$ cat config.mk
export PLATFORM = sky130hd
export DESIGN_NAME = round_robin_quantum_dispatcher
export DESIGN_NICKNAME = d
export VERILOG_FILES = /design/src/hdl/rrqd_pkg.sv /design/src/hdl/round_robin_quantum_dispatcher.sv /design/src/hdl/rrqd_ram.sv /design/src/hdl/rrqd_slicer.sv
export SDC_FILE = /design/constraint.sdc
export NUM_CORES = 1
export LEC_CHECK = 0
export BUFFER_PORTS_ARGS = -buffer_cell sky130_fd_sc_hd__buf_2
export CORE_ASPECT_RATIO = 0.7
export CORE_MARGIN = 5
export CORE_UTILIZATION = 47
export CTS_CLUSTER_SIZE = 10
export DETAILED_ROUTE_END_ITERATION = 16
export MAX_ROUTING_LAYER = met4
export PLACE_DENSITY = 0.66
export RECOVER_POWER = 25
export SYNTH_ARGS = -nofsm -noshare
export SYNTH_HDL_FRONTEND = slang
export SYNTH_SLANG_ARGS = --single-unit
$ cat constraint.sdc
create_clock -name clk -period 4.6 [get_ports clk]
set_input_delay 0.69 -clock clk [delete_from_list [all_inputs] [get_ports clk]]
set_output_delay 0.69 -clock clk [all_outputs]
set_load 0.005 [all_outputs]
$ cat src/hdl/rrqd_pkg.sv
// ----------------------------------------------------------------------------
// rrqd_pkg
// Types, constants and codes shared by the round-robin quantum dispatcher.
// ----------------------------------------------------------------------------
package rrqd_pkg;

	localparam int QUEUE_DEPTH   = 16;
	localparam int PTR_W         = (QUEUE_DEPTH > 1) ? $clog2(QUEUE_DEPTH) : 1;
	localparam int CNT_W         = $clog2(QUEUE_DEPTH + 1);
	localparam int ID_W          = 8;
	localparam int BURST_W       = 16;
	localparam int REC_W         = ID_W + BURST_W;
	localparam int QCOUNT_W      = 5;
	localparam int STATUS_W      = 2;
	localparam logic [BURST_W-1:0] RESET_QUANTUM = 16'd20;

	typedef enum logic [0:0] {
		CMD_ENQUEUE  = 1'b0,
		CMD_DISPATCH = 1'b1
	} cmd_t;

	typedef enum logic [STATUS_W-1:0] {
		STAT_OK    = 2'd0,
		STAT_FULL  = 2'd1,
		STAT_EMPTY = 2'd2
	} status_t;

	typedef enum logic [1:0] {
		ST_IDLE,
		ST_READ,
		ST_DONE
	} state_t;

	// outcome of one dispatch against the quantum
	typedef struct packed {
		logic [BURST_W-1:0] length;
		logic               finished;
		logic [BURST_W-1:0] remain;
	} slice_t;

	typedef struct packed {
		status_t            status;
		logic [ID_W-1:0]    owner;
		logic [BURST_W-1:0] length;
		logic               finished;
		logic [CNT_W-1:0]   count;
	} result_t;

endpackage

$ cat src/hdl/round_robin_quantum_dispatcher.sv
// ----------------------------------------------------------------------------
// round_robin_quantum_dispatcher
// Round-robin ready queue with a time quantum, one result item per command.
// ----------------------------------------------------------------------------
// The ready queue is a 16-entry FIFO of {id, burst} records in a RAM with a
// registered read. Commands are taken one at a time, each only after the
// last is handed to the output register. An enqueue, or a dispatch on an
// empty queue, goes straight to hand-off; a popping dispatch steps through
// head read, compare/subtract and write-back, then hand-off. A finished
// result waits in the output register while the next command is accepted.
// The quantum register may be written at any cycle and resets to 20; it
// needs no clearing pass, since RAM entries are only read after being written.
// ----------------------------------------------------------------------------
module round_robin_quantum_dispatcher (
	input  logic                          clk,
	input  logic                          arst_n,
	// configuration
	input  logic                          cfg_valid,
	output logic                          cfg_ready,
	input  logic [rrqd_pkg::BURST_W-1:0]  cfg_data,
	// commands
	input  logic                          in_valid,
	output logic                          in_ready,
	input  logic                          command,
	input  logic [rrqd_pkg::ID_W-1:0]     process_id,
	input  logic [rrqd_pkg::BURST_W-1:0]  burst_time,
	// results
	output logic                          out_valid,
	input  logic                          out_ready,
	output logic [rrqd_pkg::STATUS_W-1:0] status,
	output logic [rrqd_pkg::ID_W-1:0]     slice_owner,
	output logic [rrqd_pkg::BURST_W-1:0]  slice_length,
	output logic                          process_finished,
	output logic [rrqd_pkg::QCOUNT_W-1:0] queue_count
);
	import rrqd_pkg::*;

	state_t             state_q, state_d;
	logic [PTR_W-1:0]   head_q, head_d;
	logic [PTR_W-1:0]   tail_q, tail_d;
	logic [CNT_W-1:0]   count_q, count_d;
	logic [BURST_W-1:0] quantum_q;
	result_t            res_q, res_d;
	result_t            out_q;
	logic               out_valid_q;
	logic               out_load;

	logic               mem_we;
	logic [REC_W-1:0]   mem_wdata;
	logic [REC_W-1:0]   mem_rdata;
	slice_t             slice;

	function automatic logic [PTR_W-1:0] next_slot(input logic [PTR_W-1:0] p);
		return (p == PTR_W'(QUEUE_DEPTH - 1)) ? '0 : PTR_W'(p + 1'b1);
	endfunction

	// head is always presented; data is used only in the cycle after a pop
	rrqd_ram #(
		.DEPTH(QUEUE_DEPTH),
		.WIDTH(REC_W),
		.AW   (PTR_W)
	) u_ram (
		.clk  (clk),
		.we   (mem_we),
		.waddr(tail_q),
		.wdata(mem_wdata),
		.raddr(head_q),
		.rdata(mem_rdata)
	);

	rrqd_slicer u_slicer (
		.burst  (mem_rdata[BURST_W-1:0]),
		.quantum(quantum_q),
		.slice  (slice)
	);

	assign cfg_ready = 1'b1;
	assign in_ready  = (state_q == ST_IDLE);

	always_ff @(posedge clk or negedge arst_n) begin
		if (!arst_n) begin
			quantum_q <= RESET_QUANTUM;
		end else if (cfg_valid) begin
			quantum_q <= cfg_data;
		end
	end

	always_ff @(posedge clk or negedge arst_n) begin
		if (!arst_n) begin
			state_q <= ST_IDLE;
			head_q  <= '0;
			tail_q  <= '0;
			count_q <= '0;
		end else begin
			state_q <= state_d;
			head_q  <= head_d;
			tail_q  <= tail_d;
			count_q <= count_d;
		end
	end

	always_ff @(posedge clk) begin
		res_q <= res_d;
		if (out_load) begin
			out_q <= res_q;
		end
	end

	always_ff @(posedge clk or negedge arst_n) begin
		if (!arst_n) begin
			out_valid_q <= 1'b0;
		end else if (out_load) begin
			out_valid_q <= 1'b1;
		end else if (out_ready) begin
			out_valid_q <= 1'b0;
		end
	end

	always_comb begin
		state_d   = state_q;
		head_d    = head_q;
		tail_d    = tail_q;
		count_d   = count_q;
		res_d     = res_q;
		mem_we    = 1'b0;
		mem_wdata = {process_id, burst_time};
		out_load  = 1'b0;

		unique case (state_q)
			ST_IDLE: begin
				if (in_valid) begin
					res_d = '{status: STAT_OK, owner: '0, length: '0,
						finished: 1'b0, count: count_q};
					state_d = ST_DONE;
					if (cmd_t'(command) == CMD_ENQUEUE) begin
						if (count_q == CNT_W'(QUEUE_DEPTH)) begin
							res_d.status = STAT_FULL;
						end else begin
							mem_we      = 1'b1;
							tail_d      = next_slot(tail_q);
							count_d     = CNT_W'(count_q + 1'b1);
							res_d.count = count_d;
						end
					end else if (count_q == '0) begin
						res_d.status = STAT_EMPTY;
					end else begin
						// pop: RAM latches the head record at this edge
						head_d  = next_slot(head_q);
						count_d = CNT_W'(count_q - 1'b1);
						state_d = ST_READ;
					end
				end
			end
			ST_READ: begin
				res_d = '{status: STAT_OK, owner: mem_rdata[REC_W-1:BURST_W],
					length: slice.length, finished: slice.finished,
					count: count_q};
				if (!slice.finished) begin
					// a slot was just freed, so the re-append always fits
					mem_we      = 1'b1;
					mem_wdata   = {mem_rdata[REC_W-1:BURST_W], slice.remain};
					tail_d      = next_slot(tail_q);
					count_d     = CNT_W'(count_q + 1'b1);
					res_d.count = count_d;
				end
				state_d = ST_DONE;
			end
			ST_DONE: begin
				if (!out_valid_q || out_ready) begin
					out_load = 1'b1;
					state_d  = ST_IDLE;
				end
			end
			default: begin
				state_d = ST_IDLE;
			end
		endcase
	end

	assign out_valid        = out_valid_q;
	assign status           = out_q.status;
	assign slice_owner      = out_q.owner;
	assign slice_length     = out_q.length;
	assign process_finished = out_q.finished;
	assign queue_count      = QCOUNT_W'(out_q.count);

	a_count_bound: assert property (@(posedge clk) disable iff (!arst_n)
		count_q <= CNT_W'(QUEUE_DEPTH))
		else $error("queue count above depth");

	a_empty_ptrs: assert property (@(posedge clk) disable iff (!arst_n)
		(count_q == '0) |-> (head_q == tail_q))
		else $error("empty queue with head and tail apart");

	a_read_one_cycle: assert property (@(posedge clk) disable iff (!arst_n)
		(state_q == ST_READ) |=> (state_q == ST_DONE))
		else $error("head read did not complete in one cycle");

	a_finished_ok: assert property (@(posedge clk) disable iff (!arst_n)
		(out_valid && process_finished) |-> (status == STAT_OK))
		else $error("finished slice with non-ok status");

endmodule

$ cat src/hdl/rrqd_ram.sv
// ----------------------------------------------------------------------------
// rrqd_ram
// Simple dual-port RAM: one write port, one read port, registered read data.
// ----------------------------------------------------------------------------
module rrqd_ram #(
	parameter int DEPTH = 16,
	parameter int WIDTH = 24,
	parameter int AW    = (DEPTH > 1) ? $clog2(DEPTH) : 1
) (
	input  logic             clk,
	input  logic             we,
	input  logic [AW-1:0]    waddr,
	input  logic [WIDTH-1:0] wdata,
	input  logic [AW-1:0]    raddr,
	output logic [WIDTH-1:0] rdata
);

	logic [WIDTH-1:0] mem [DEPTH];

	always_ff @(posedge clk) begin
		if (we) begin
			mem[waddr] <= wdata;
		end
	end

	always_ff @(posedge clk) begin
		rdata <= mem[raddr];
	end

endmodule

$ cat src/hdl/rrqd_slicer.sv
// ----------------------------------------------------------------------------
// rrqd_slicer
// Compares a record's remaining burst to the quantum and splits off a slice.
// ----------------------------------------------------------------------------
module rrqd_slicer (
	input  logic [rrqd_pkg::BURST_W-1:0] burst,
	input  logic [rrqd_pkg::BURST_W-1:0] quantum,
	output rrqd_pkg::slice_t             slice
);
	import rrqd_pkg::*;

	logic fits;

	assign fits           = (burst <= quantum);
	assign slice.finished = fits;
	assign slice.length   = fits ? burst : quantum;
	assign slice.remain   = burst - quantum;

endmodule

==> results of run 1 <==
==> kinds of logic (layout without fill, tap and decap cells) <==
family,count (synthesis),after routing,share of synthesized area
mux,164,164,0.1118
fa+ha+maj,24,24,0.01502
simple gates,177,177,0.04586
flops,504,504,0.7193
compound gates,252,252,0.08220
xor+xnor,15,15,0.006412
other cells,1,1,0.0001830
buf+inv,91,258,0.01924
==> worst max-delay path, delay by kind of cell (launching register included) <==
family	cells	cell delay, ns
AOI/OAI and AO/OA	4	1.54
adders and majority gates	1	0.36
buffers and inverters	2	0.42
DFF	1	0.34
and+or+nand+nor	2	0.98
==> how the worst max path moves through the flow <==
stage	startpoint	end	slack (ns)
final	quantum_q[11]$_DFFE_PN0P_	u_ram.mem[14][16]$_DFFE_PP_	0.64
after global routing	quantum_q[11]$_DFFE_PN0P_	u_ram.mem[14][11]$_DFFE_PP_	0.47
after CTS	quantum_q[11]$_DFFE_PN0P_	u_ram.mem[4][20]$_DFFE_PP_	1.12
after detailed placement	quantum_q[11]$_DFFE_PN0P_	u_ram.mem[5][20]$_DFFE_PP_	1.14
after global placement	quantum_q[11]$_DFFE_PN0P_	u_ram.mem[4][23]$_DFFE_PP_	1.25
after floorplan	quantum_q[0]$_DFFE_PN0P_	u_ram.mem[10][0]$_DFFE_PP_	-0.27
==> registers in the layout, indices dropped and copies added, names as in the netlist, 2 cells and up <==
name,cells
queue_count,5
tail_q,4
u_ram.mem,384
u_ram.rdata,24
state_q,2
slice_length,16
status,2
slice_owner,8
head_q,4
res_q,32
count_q,5
quantum_q,16
==> cell usage in the layout (no fill, tap or decap), types with 9 or more instances in the layout <==
master,n
clkbuf_16,57
nand2_1,68
clkbuf_1,66
xnor2_1,11
ha_1,23
a22o_1,16
and2_1,10
inv_1,30
nor3_1,9
o21a_1,10
dfxtp_1,24
nand3_1,9
a22oi_1,25
buf_2,56
buf_4,40
a21oi_1,40
a221oi_1,25
edfxtp_1,448
o21ai_0,85
dfrtp_1,28
mux4_2,48
mux2i_1,77
mux2_2,38
nor2_1,24
==> metrics by stage <==
stage | area, um^2 | hold slack (ns)
2_1_floorplan | 20490 | 0.3944
3_3_place_gp | 21860 | 0.4013
3_5_place_dp | 21860 | 0.4045
4_1_cts | 23460 | 0.2328
5_1_grt | 23390 | 0.3114
6_report | 23390 | 0.3172
==> where the power goes <==
part	switching [mW]	total [mW]	internal, mW
logic	2.47	4.14	1.67
registers	0.457	6.17	5.72
clock network	1.66	3.96	2.30
==> layer usage <==
metal,GRT usage,up-vias,share of wire
met5,-,-,0
met4,0.03992,0,0.016
met3,0.04547,61,0.079
met2,0.3017,430,0.44
met1,0.3076,6004,0.46
li1,-,5103,-
==> final cells by class <==
cell class                      instances  area [um^2]  share of cell area
Tap cell                              594        743.2             0.03178
Clock buffer                           97         1577             0.06741
Clock inverter                          3        25.02            0.001070
Timing Repair Buffer                  127        747.0             0.03194
Multi-Input combinational cell        633         5438              0.2325
Sequential cell                       504        14740              0.6303
Inverter                               31        116.4            0.004975
==> synthesized netlist by cell type, types with 6 or more instances <==
library cell  count  area share
nand2b_1          8      0.0024
a31oi_1           6      0.0018
ha_1             23       0.014
nor2b_1           6      0.0018
o21ai_1           7      0.0017
a221oi_1         24       0.010
buf_2            18      0.0044
xnor2_1          11      0.0047
and2_1           17      0.0052
inv_1            31      0.0057
nand3_1           9      0.0022
mux4_2           48       0.053
o21ai_0          83       0.020
dfxtp_1          24       0.023
nor3_1            9      0.0022
a21oi_1          39      0.0095
clkbuf_1         33      0.0060
edfxtp_1        448        0.66
nor2_1           26      0.0048
nand2_1          68       0.012
a22oi_1          25      0.0092
a21o_1            6      0.0022
mux2i_1          77       0.038
dfrtp_1          30       0.037
mux2_2           38       0.021
o21a_1           10      0.0037
a22o_1           16      0.0068
==> metrics.txt, run 1 <==
Sinks on Clock Net 504; Port Buffer Count 79; number of violations reported at the end of detailed-routing iteration 0 1020; number of standard cells in the layout, taps in and fillers out 1989; row count 64; CTS Hold Bufs 0; sequential share of the synthesized area 0.7193; number of distinct standard cells referenced by the synthesized netlist 71; Max Clock Freq 252.5 MHz; FF-to-FF Start quantum_q[11]$_DFFE_PN0P_; netlist area before placement 20490 um^2; average size of a mapped cell 16.68 um^2; synthesized flop and latch total 504; CP Max Fanout 21; Total Nets Final 1423; Filler cells 3519; actual transition at the worst max-transition pin 3.513 ns; pin count of the biggest net entering global routing 52; Post-CTS Repair Setup Buffers 0; Worst setup EP type flip-flop; worst setup slack after layout 0.6398 ns; crit path max-delay cell type a221oi_1; horizontal die dimension 259.6 um; maximum clock insertion buffer count 3; worst-case hold path end point quantum_q[14]$_DFFE_PN0P_; Hold Path Origin cfg_data[14]; Yosys Warn Count 0; count of mapped cells out of synthesis 1228; clock tree from TritonCTS yes; cts bufs inserted 56; proportion of register bits with asynchronous set or reset after synthesis 0.06349; Final ANT Viol Nets 0; maxcap violations 3; power density normalized to cell area 610.1 nW/um^2; core box area 43400 um^2; number of iterations in the first detailed-routing pass 5; Clock Pin Slew Worst Setup and Hold Paths 0.06 ns; net count after synthesis 1298; share of post-route cells with drive strength above 1 0.1950; total negative setup slack 0 ns; via count of the first global-routing pass 11445; Critical Path AT 4.23 ns; count of endpoints failing hold in the final timing report 0; HPWL after DPL 29310 um; number of ports placed on the die boundary 81; Area growth syn-to-layout 14.15%; worst clock skew 0.02216 ns; post-cts resize count 0; H-tree depth 2; total wirelength of the detailed-routed design 48430 um; setup-violating endpoint count in the final report 0; Top FF cell, synth edfxtp_1; Vias 11598; portion of the clock cycle consumed by the worst path in the final layout 0.8609; post-detailed-route DRC marker count 0; violations in the final reports capacitance limit, slew limit; starting density of the core 0.4721; count of flip-flops with a built-in enable after synthesis 448; number of cells on the worst hold path 3; max-slew violation count 95; critical path's most frequent cell nor2_1; leakage power figure 8.106 nW; die area 47940 um^2; worst reg2reg path endpoint u_ram.mem[14][16]$_DFFE_PP_; total gr overflow 0; Clk Tree Root Cell clkbuf_16; GP Congestion 0.9833; classification of the worst-slack hold path input port to flip-flop; R2R Setup Slk 0.64 ns; outcome complete, but fails checks; Antenna Diode Count 0; vias per inst 5.831; number of cells on the worst reg-to-reg path 9; maximum vdd ir drop 0.3510 mV; crit-path max cell delay 0.86 ns; chip height 184.7 um; CP cell instances inv_1, ha_1, a21oi_1, o21ai_0, a221oi_1, a211oi_4, nor2_1, nor2_1, buf_4; Total GRT Usage 0.2076; CP Launch Type flip-flop; utilization after layout 0.5389; power after layout 14.27 mW; drt wl/cell 24.35 um; Inst Count DP 1889; remaining max-slew budget at the tightest pin -1.347; Clock Latency Late Sink 0.58 ns; wire length of the first global-routing pass 72740 um; unrepaired setup endpoints after global routing no; Req. time, crit path 4.87 ns; Worst Path Class, Setup flip-flop to flip-flop; worst slack at placement 1.141 ns; Period minus WS final 3.960 ns; antenna violations before repair 0
No activity file was read; power rests on OpenSTA's default activity.
==> run 2, diff against run 1 <==
CORE_UTILIZATION = 25   (was 47)
PLACE_DENSITY = not set   (was 0.66)
==> run 2 against run 1 <==
Effect of this change:
- the run still ends with capacitance limit, slew limit left
- fmax grew 2.7%
- global-route usage shrank 9.5 points
- combinational power shrank 1%
- clock power grew 2%
- clock skew shrank 0.00091 ns
- via count shrank 0.66%
- sequential cell count is the same
- design area grew 2.5%
- critical endpoint is now res_q[15]$_SDFFCE_PN0P_
==> metrics.txt, run 2 (synthesized netlist as in run 1, its figures left out) <==
smallest hold slack 0.3089 ns; register with the highest flop count u_ram.mem; Total GRT Usage 0.1129; number of iterations in the first detailed-routing pass 5; utilization after layout 0.2963; maxcap violations 4; number of cells on the worst reg-to-reg path 8; Sinks on Clock Net 504; HPWL after DPL 30790 um; setup-violating endpoint count in the final report 0; count of endpoints failing hold in the final timing report 0; FF-to-FF Start quantum_q[11]$_DFFE_PN0P_; worst slack at placement 1.179 ns; violations in the final reports capacitance limit, slew limit; CP cell instances inv_1, ha_1, a21oi_1, o21ai_0, a221oi_1, a21oi_1, nor2_1, a22o_1; worst-case hold path end point quantum_q[15]$_DFFE_PN0P_; CP Max Fanout 17; Final ANT Viol Nets 0; worst clock skew 0.02124 ns; Period minus WS final 3.856 ns; critical path's most frequent cell a21oi_1; remaining max-slew budget at the tightest pin -1.432; unrepaired setup endpoints after global routing no; total gr overflow 0; Critical Path AT 4.30 ns; Vias 11522; share of post-route cells with drive strength above 1 0.1879; Hold Path Origin cfg_data[15]; horizontal die dimension 352.2 um; CTS Hold Bufs 0; Clock Pin Slew Worst Setup and Hold Paths 0.06 ns; pin count of the biggest net entering global routing 61; final std cell area, no fill 23960 um^2; Port Buffer Count 79; total wirelength of the detailed-routed design 50020 um; post-cts resize count 0; core box area 80880 um^2; H-tree depth 2; registers with the highest flip-flop counts u_ram.mem (384), res_q (32), u_ram.rdata (24); maximum vdd ir drop 0.3626 mV; Antenna Diode Count 0; Max Clock Freq 259.3 MHz; R2R Setup Slk 0.74 ns; clock tree from TritonCTS yes; crit path max-delay cell type nor2_1; outcome complete, but fails checks; power density normalized to cell area 598.6 nW/um^2; worst setup slack after layout 0.7436 ns; starting density of the core 0.2533; Worst setup EP type flip-flop; number of violations reported at the end of detailed-routing iteration 0 1065; number of cells on the worst hold path 3; leakage power figure 8.095 nW; actual transition at the worst max-transition pin 3.640 ns; worst reg2reg path endpoint res_q[15]$_SDFFCE_PN0P_; post-detailed-route DRC marker count 0; Total Nets Final 1428; wire length of the first global-routing pass 74040 um; Req. time, crit path 5.04 ns; Clock Latency Late Sink 0.59 ns; crit-path max cell delay 1.09 ns; cts bufs inserted 56; die area 87870 um^2; via count of the first global-routing pass 11335; portion of the clock cycle consumed by the worst path in the final layout 0.8384; vias per inst 4.659; GP Congestion 0.8852; row count 87; antenna violations before repair 4; max-slew violation count 160; Clk Tree Root Cell clkbuf_16; leading cell types in the layout, fill and taps excluded edfxtp_1 (448), o21ai_0 (85), clkbuf_1 (85), mux2i_1 (77), nand2_1 (68); power after layout 14.34 mW; Worst Path Class, Setup flip-flop to flip-flop; maximum clock insertion buffer count 3; most common library cell in the layout ignoring fill and taps edfxtp_1; Area after DPL 22470 um^2; Area growth syn-to-layout 16.95%; number of ports placed on the die boundary 81; chip height 249.5 um; drt wl/cell 20.22 um; classification of the worst-slack hold path input port to flip-flop; CP Launch Type flip-flop; max FFs per register 384; Post-CTS Repair Setup Buffers 0
==> run 2: changes by cell type in the layout (fill, tap and decap cells not counted), moves of 2 or more <==
cell	before	now
clkbuf_1	66	85
buf_2	56	49
buf_12	3	1
buf_4	40	42
nor2_2	4	6
==> run 2: power by group <==
group / internal (mW) / total [mW] / leakage, nW / switching, mW
Combinational: 1.67 / 4.10 / 2.67 / 2.43
Sequential: 5.71 / 6.22 / 4.66 / 0.506
Clock: 2.29 / 4.03 / 0.769 / 1.73
==> run 2: worst max path at each step <==
stage	start	end	slack, ns	depth (start not counted)
4_1_cts	quantum_q[11]$_DFFE_PN0P_	u_ram.mem[15][11]$_DFFE_PP_	1.14	10
2_1_floorplan	quantum_q[0]$_DFFE_PN0P_	u_ram.mem[10][0]$_DFFE_PP_	-0.27	8
3_3_place_gp	quantum_q[11]$_DFFE_PN0P_	u_ram.mem[15][6]$_DFFE_PP_	1.17	10
3_5_place_dp	quantum_q[2]$_DFFE_PN1P_	u_ram.mem[15][22]$_DFFE_PP_	1.18	10
5_1_grt	state_q[0]$_DFFE_PN0P_	slice_length[11]$_DFFE_PP_	0.55	2
6_report	quantum_q[11]$_DFFE_PN0P_	res_q[15]$_SDFFCE_PN0P_	0.74	8
==> run 2: layout make-up <==
class | count | area, um^2
clock inverter | 4 | 53.80
multi-input combinational | 633 | 5415
clock buffer | 101 | 1570
fill | 7928 | 56920
tap | 1068 | 1336
inverter | 31 | 116.4
sequential | 504 | 14740
timing repair buffer | 132 | 730.7
==> run 2: per-layer routing <==
| layer | part of all wire | global-route usage |
|---|---|---|
| met2 | 0.44 | 0.1637 |
| met5 | 0 | - |
| met4 | 0.018 | 0.02214 |
| met3 | 0.073 | 0.02263 |
| met1 | 0.47 | 0.1648 |
==> run 2: metrics by stage <==
stage          std cells  setup TNS [ns]
2_1_floorplan       1228          -12.90
3_3_place_gp        2368               0
3_5_place_dp        2368               0
4_1_cts             2473               0
5_1_grt             2473               0
6_report            2473               0
==> run 2: critical path, delay by kind of cell, from the launching register on <==
kind	cells	cell delay (ns)
adder cells (fa/ha/maj)	1	0.37
AND/OR/NAND/NOR	1	1.09
buffers and inverters	1	0.07
AO/OA/AOI/OAI	5	1.82
flip-flops	1	0.35
==> run 3, diff against run 2 <==
clock period = 3.2 ns   (was 4.6 ns; I/O delays follow)
==> run 3 against run 2 <==
Effect of this change:
- the run still ends with capacitance limit, slew limit left
- die area unchanged
- final cell count up 1.2%
- combinational power up 54%
- largest cell class unchanged
- highest routed layer unchanged
==> metrics.txt, run 3 (synthesized netlist as in run 1, its figures left out) <==
utilization after layout 0.3025; register with the highest flop count u_ram.mem; pin count of the biggest net entering global routing 52; Clock Pin Slew Worst Setup and Hold Paths 0.06 ns; Clk Tree Root Cell clkbuf_16; Worst setup EP type flip-flop; most common library cell in the layout ignoring fill and taps edfxtp_1; vias per inst 4.716; number of standard cells in the layout, taps in and fillers out 2502; smallest hold slack 0.1125 ns; Area after DPL 22920 um^2; classification of the worst-slack hold path input port to flip-flop; Post-CTS Repair Setup Buffers 0; core box area 80880 um^2; outcome complete, but fails checks; setup-violating endpoint count in the final report 0; switching share of total power 0.3229; Area growth syn-to-layout 19.43%; row count 87; starting density of the core 0.2533; CP Max Fanout 15; total negative setup slack 0 ns; registers with the highest flip-flop counts u_ram.mem (384), res_q (32), u_ram.rdata (24); max FFs per register 384; number of iterations in the first detailed-routing pass 5; leakage power figure 8.343 nW; die area 87870 um^2; drt wl/cell 20.27 um; Vias 11800; Worst Path Class, Setup flip-flop to flip-flop; Clock Latency Late Sink 0.59 ns; actual transition at the worst max-transition pin 1.952 ns; post-detailed-route DRC marker count 0; multi-input combinational cell area 5475 um^2; number of ports placed on the die boundary 81; worst setup slack after layout 0.1380 ns; final std cell area, no fill 24470 um^2; H-tree depth 2; Sinks on Clock Net 504; maxcap violations 2; Total GRT Usage 0.1157; Inst Count DP 2395; Filler cells 7894; count of endpoints failing hold in the final timing report 0; Port Buffer Count 79; max-slew violation count 59; wire length of the first global-routing pass 76450 um; area used by sequential logic in the layout 14740 um^2; horizontal die dimension 352.2 um; power density normalized to cell area 859.0 nW/um^2; Final ANT Viol Nets 0; Hold Path Origin cfg_data[14]; Total Nets Final 1456; antenna violations before repair 5; total gr overflow 0; violations in the final reports capacitance limit, slew limit; clock share of power 0.278; share of post-route cells with drive strength above 1 0.2114; HPWL after DPL 33160 um; Period minus WS final 3.062 ns; unrepaired setup endpoints after global routing no; maximum clock insertion buffer count 3; maximum vdd ir drop 0.4914 mV; leading cell types in the layout, fill and taps excluded edfxtp_1 (448), o21ai_0 (83), mux2i_1 (77), clkbuf_1 (77), nand2_1 (68); portion of the clock cycle consumed by the worst path in the final layout 0.9569; worst clock skew 0.02386 ns; Sequential Power Share 0.421; total wirelength of the detailed-routed design 50710 um; GP Congestion 0.8598; chip height 249.5 um; via count of the first global-routing pass 11705; R2R Setup Slk 0.14 ns; CP Launch Type flip-flop; Comb pwr share 0.301; worst setup path startpoint quantum_q[13]$_DFFE_PN0P_; clock tree from TritonCTS yes; worst slack at placement 0.1956 ns; Critical Path AT 3.27 ns; remaining max-slew budget at the tightest pin -0.3014; FF-to-FF Start quantum_q[13]$_DFFE_PN0P_; Internal 14.23 mW; Max Clock Freq 326.6 MHz; cts bufs inserted 56; Req. time, crit path 3.41 ns; number of violations reported at the end of detailed-routing iteration 0 1011; power after layout 21.02 mW; switching power 6.787 mW
[run 3: cell types whose count changed in the layout (fill, tap and decap cells not counted), sizes merged]
cell	change
buf	+30
inv	-2
clkinv	-1
dlygate4sd3	+1
diode	+1
[run 3: metal layers]
metal  GRT usage  share of wire  vias to the layer above
li1            -              -                     5187
met5           -              0                        -
met1      0.1666           0.48                     6099
met4     0.01959          0.013                        0
met2      0.1697           0.44                      444
met3     0.02650          0.072                       70
[run 3: final cells by class]
class,instances,area share
Antenna cell,1,0.0001023
Clock buffer,104,0.06678
Clock inverter,1,0.0006648
Inverter,31,0.004756
Multi-Input combinational cell,633,0.2238
Sequential cell,504,0.6024
Tap cell,1068,0.05461
Timing Repair Buffer,160,0.04689
[run 3: final timing paths]
check / end / depth (start not counted)
max: u_ram.mem[12][15]$_DFFE_PP_ / 10
min: quantum_q[14]$_DFFE_PN0P_ / 3
max reg2reg: u_ram.mem[12][15]$_DFFE_PP_ / 10
min reg2reg: slice_length[5]$_DFFE_PP_ / 0
max in group asynchronous: head_q[0]$_DFFE_PN0P_ / 2
min in group asynchronous: quantum_q[0]$_DFFE_PN0P_ / 2
[run 3: worst max-delay path, cell delays in order, from the launching register on]
cell and delay (ns):
dfrtp_1 0.34, inv_1 0.06, ha_1 0.41, nand2_1 0.15
nor2_2 0.35, o311ai_4 0.20, a211oi_4 0.34, nor2_4 0.05
buf_6 0.18, nor2_2 0.13, buf_2 0.46
[run 3: power groups by stage]
stage / Clock [mW] / Sequential [mW] / Combinational (mW)
after floorplan: 0 / 8.57 / 4.42
after global placement: 0 / 8.97 / 6.27
after detailed placement: 0 / 8.98 / 6.31
after CTS: 5.99 / 8.86 / 6.35
after global routing: 6.28 / 8.93 / 6.88
final: 5.84 / 8.85 / 6.33
[run 3: timing repair]
action,in CTS,in global routing
resized for setup,0,2
setup endpoints to repair,0,123
hold buffers,1,0
hold endpoints to repair,9,0
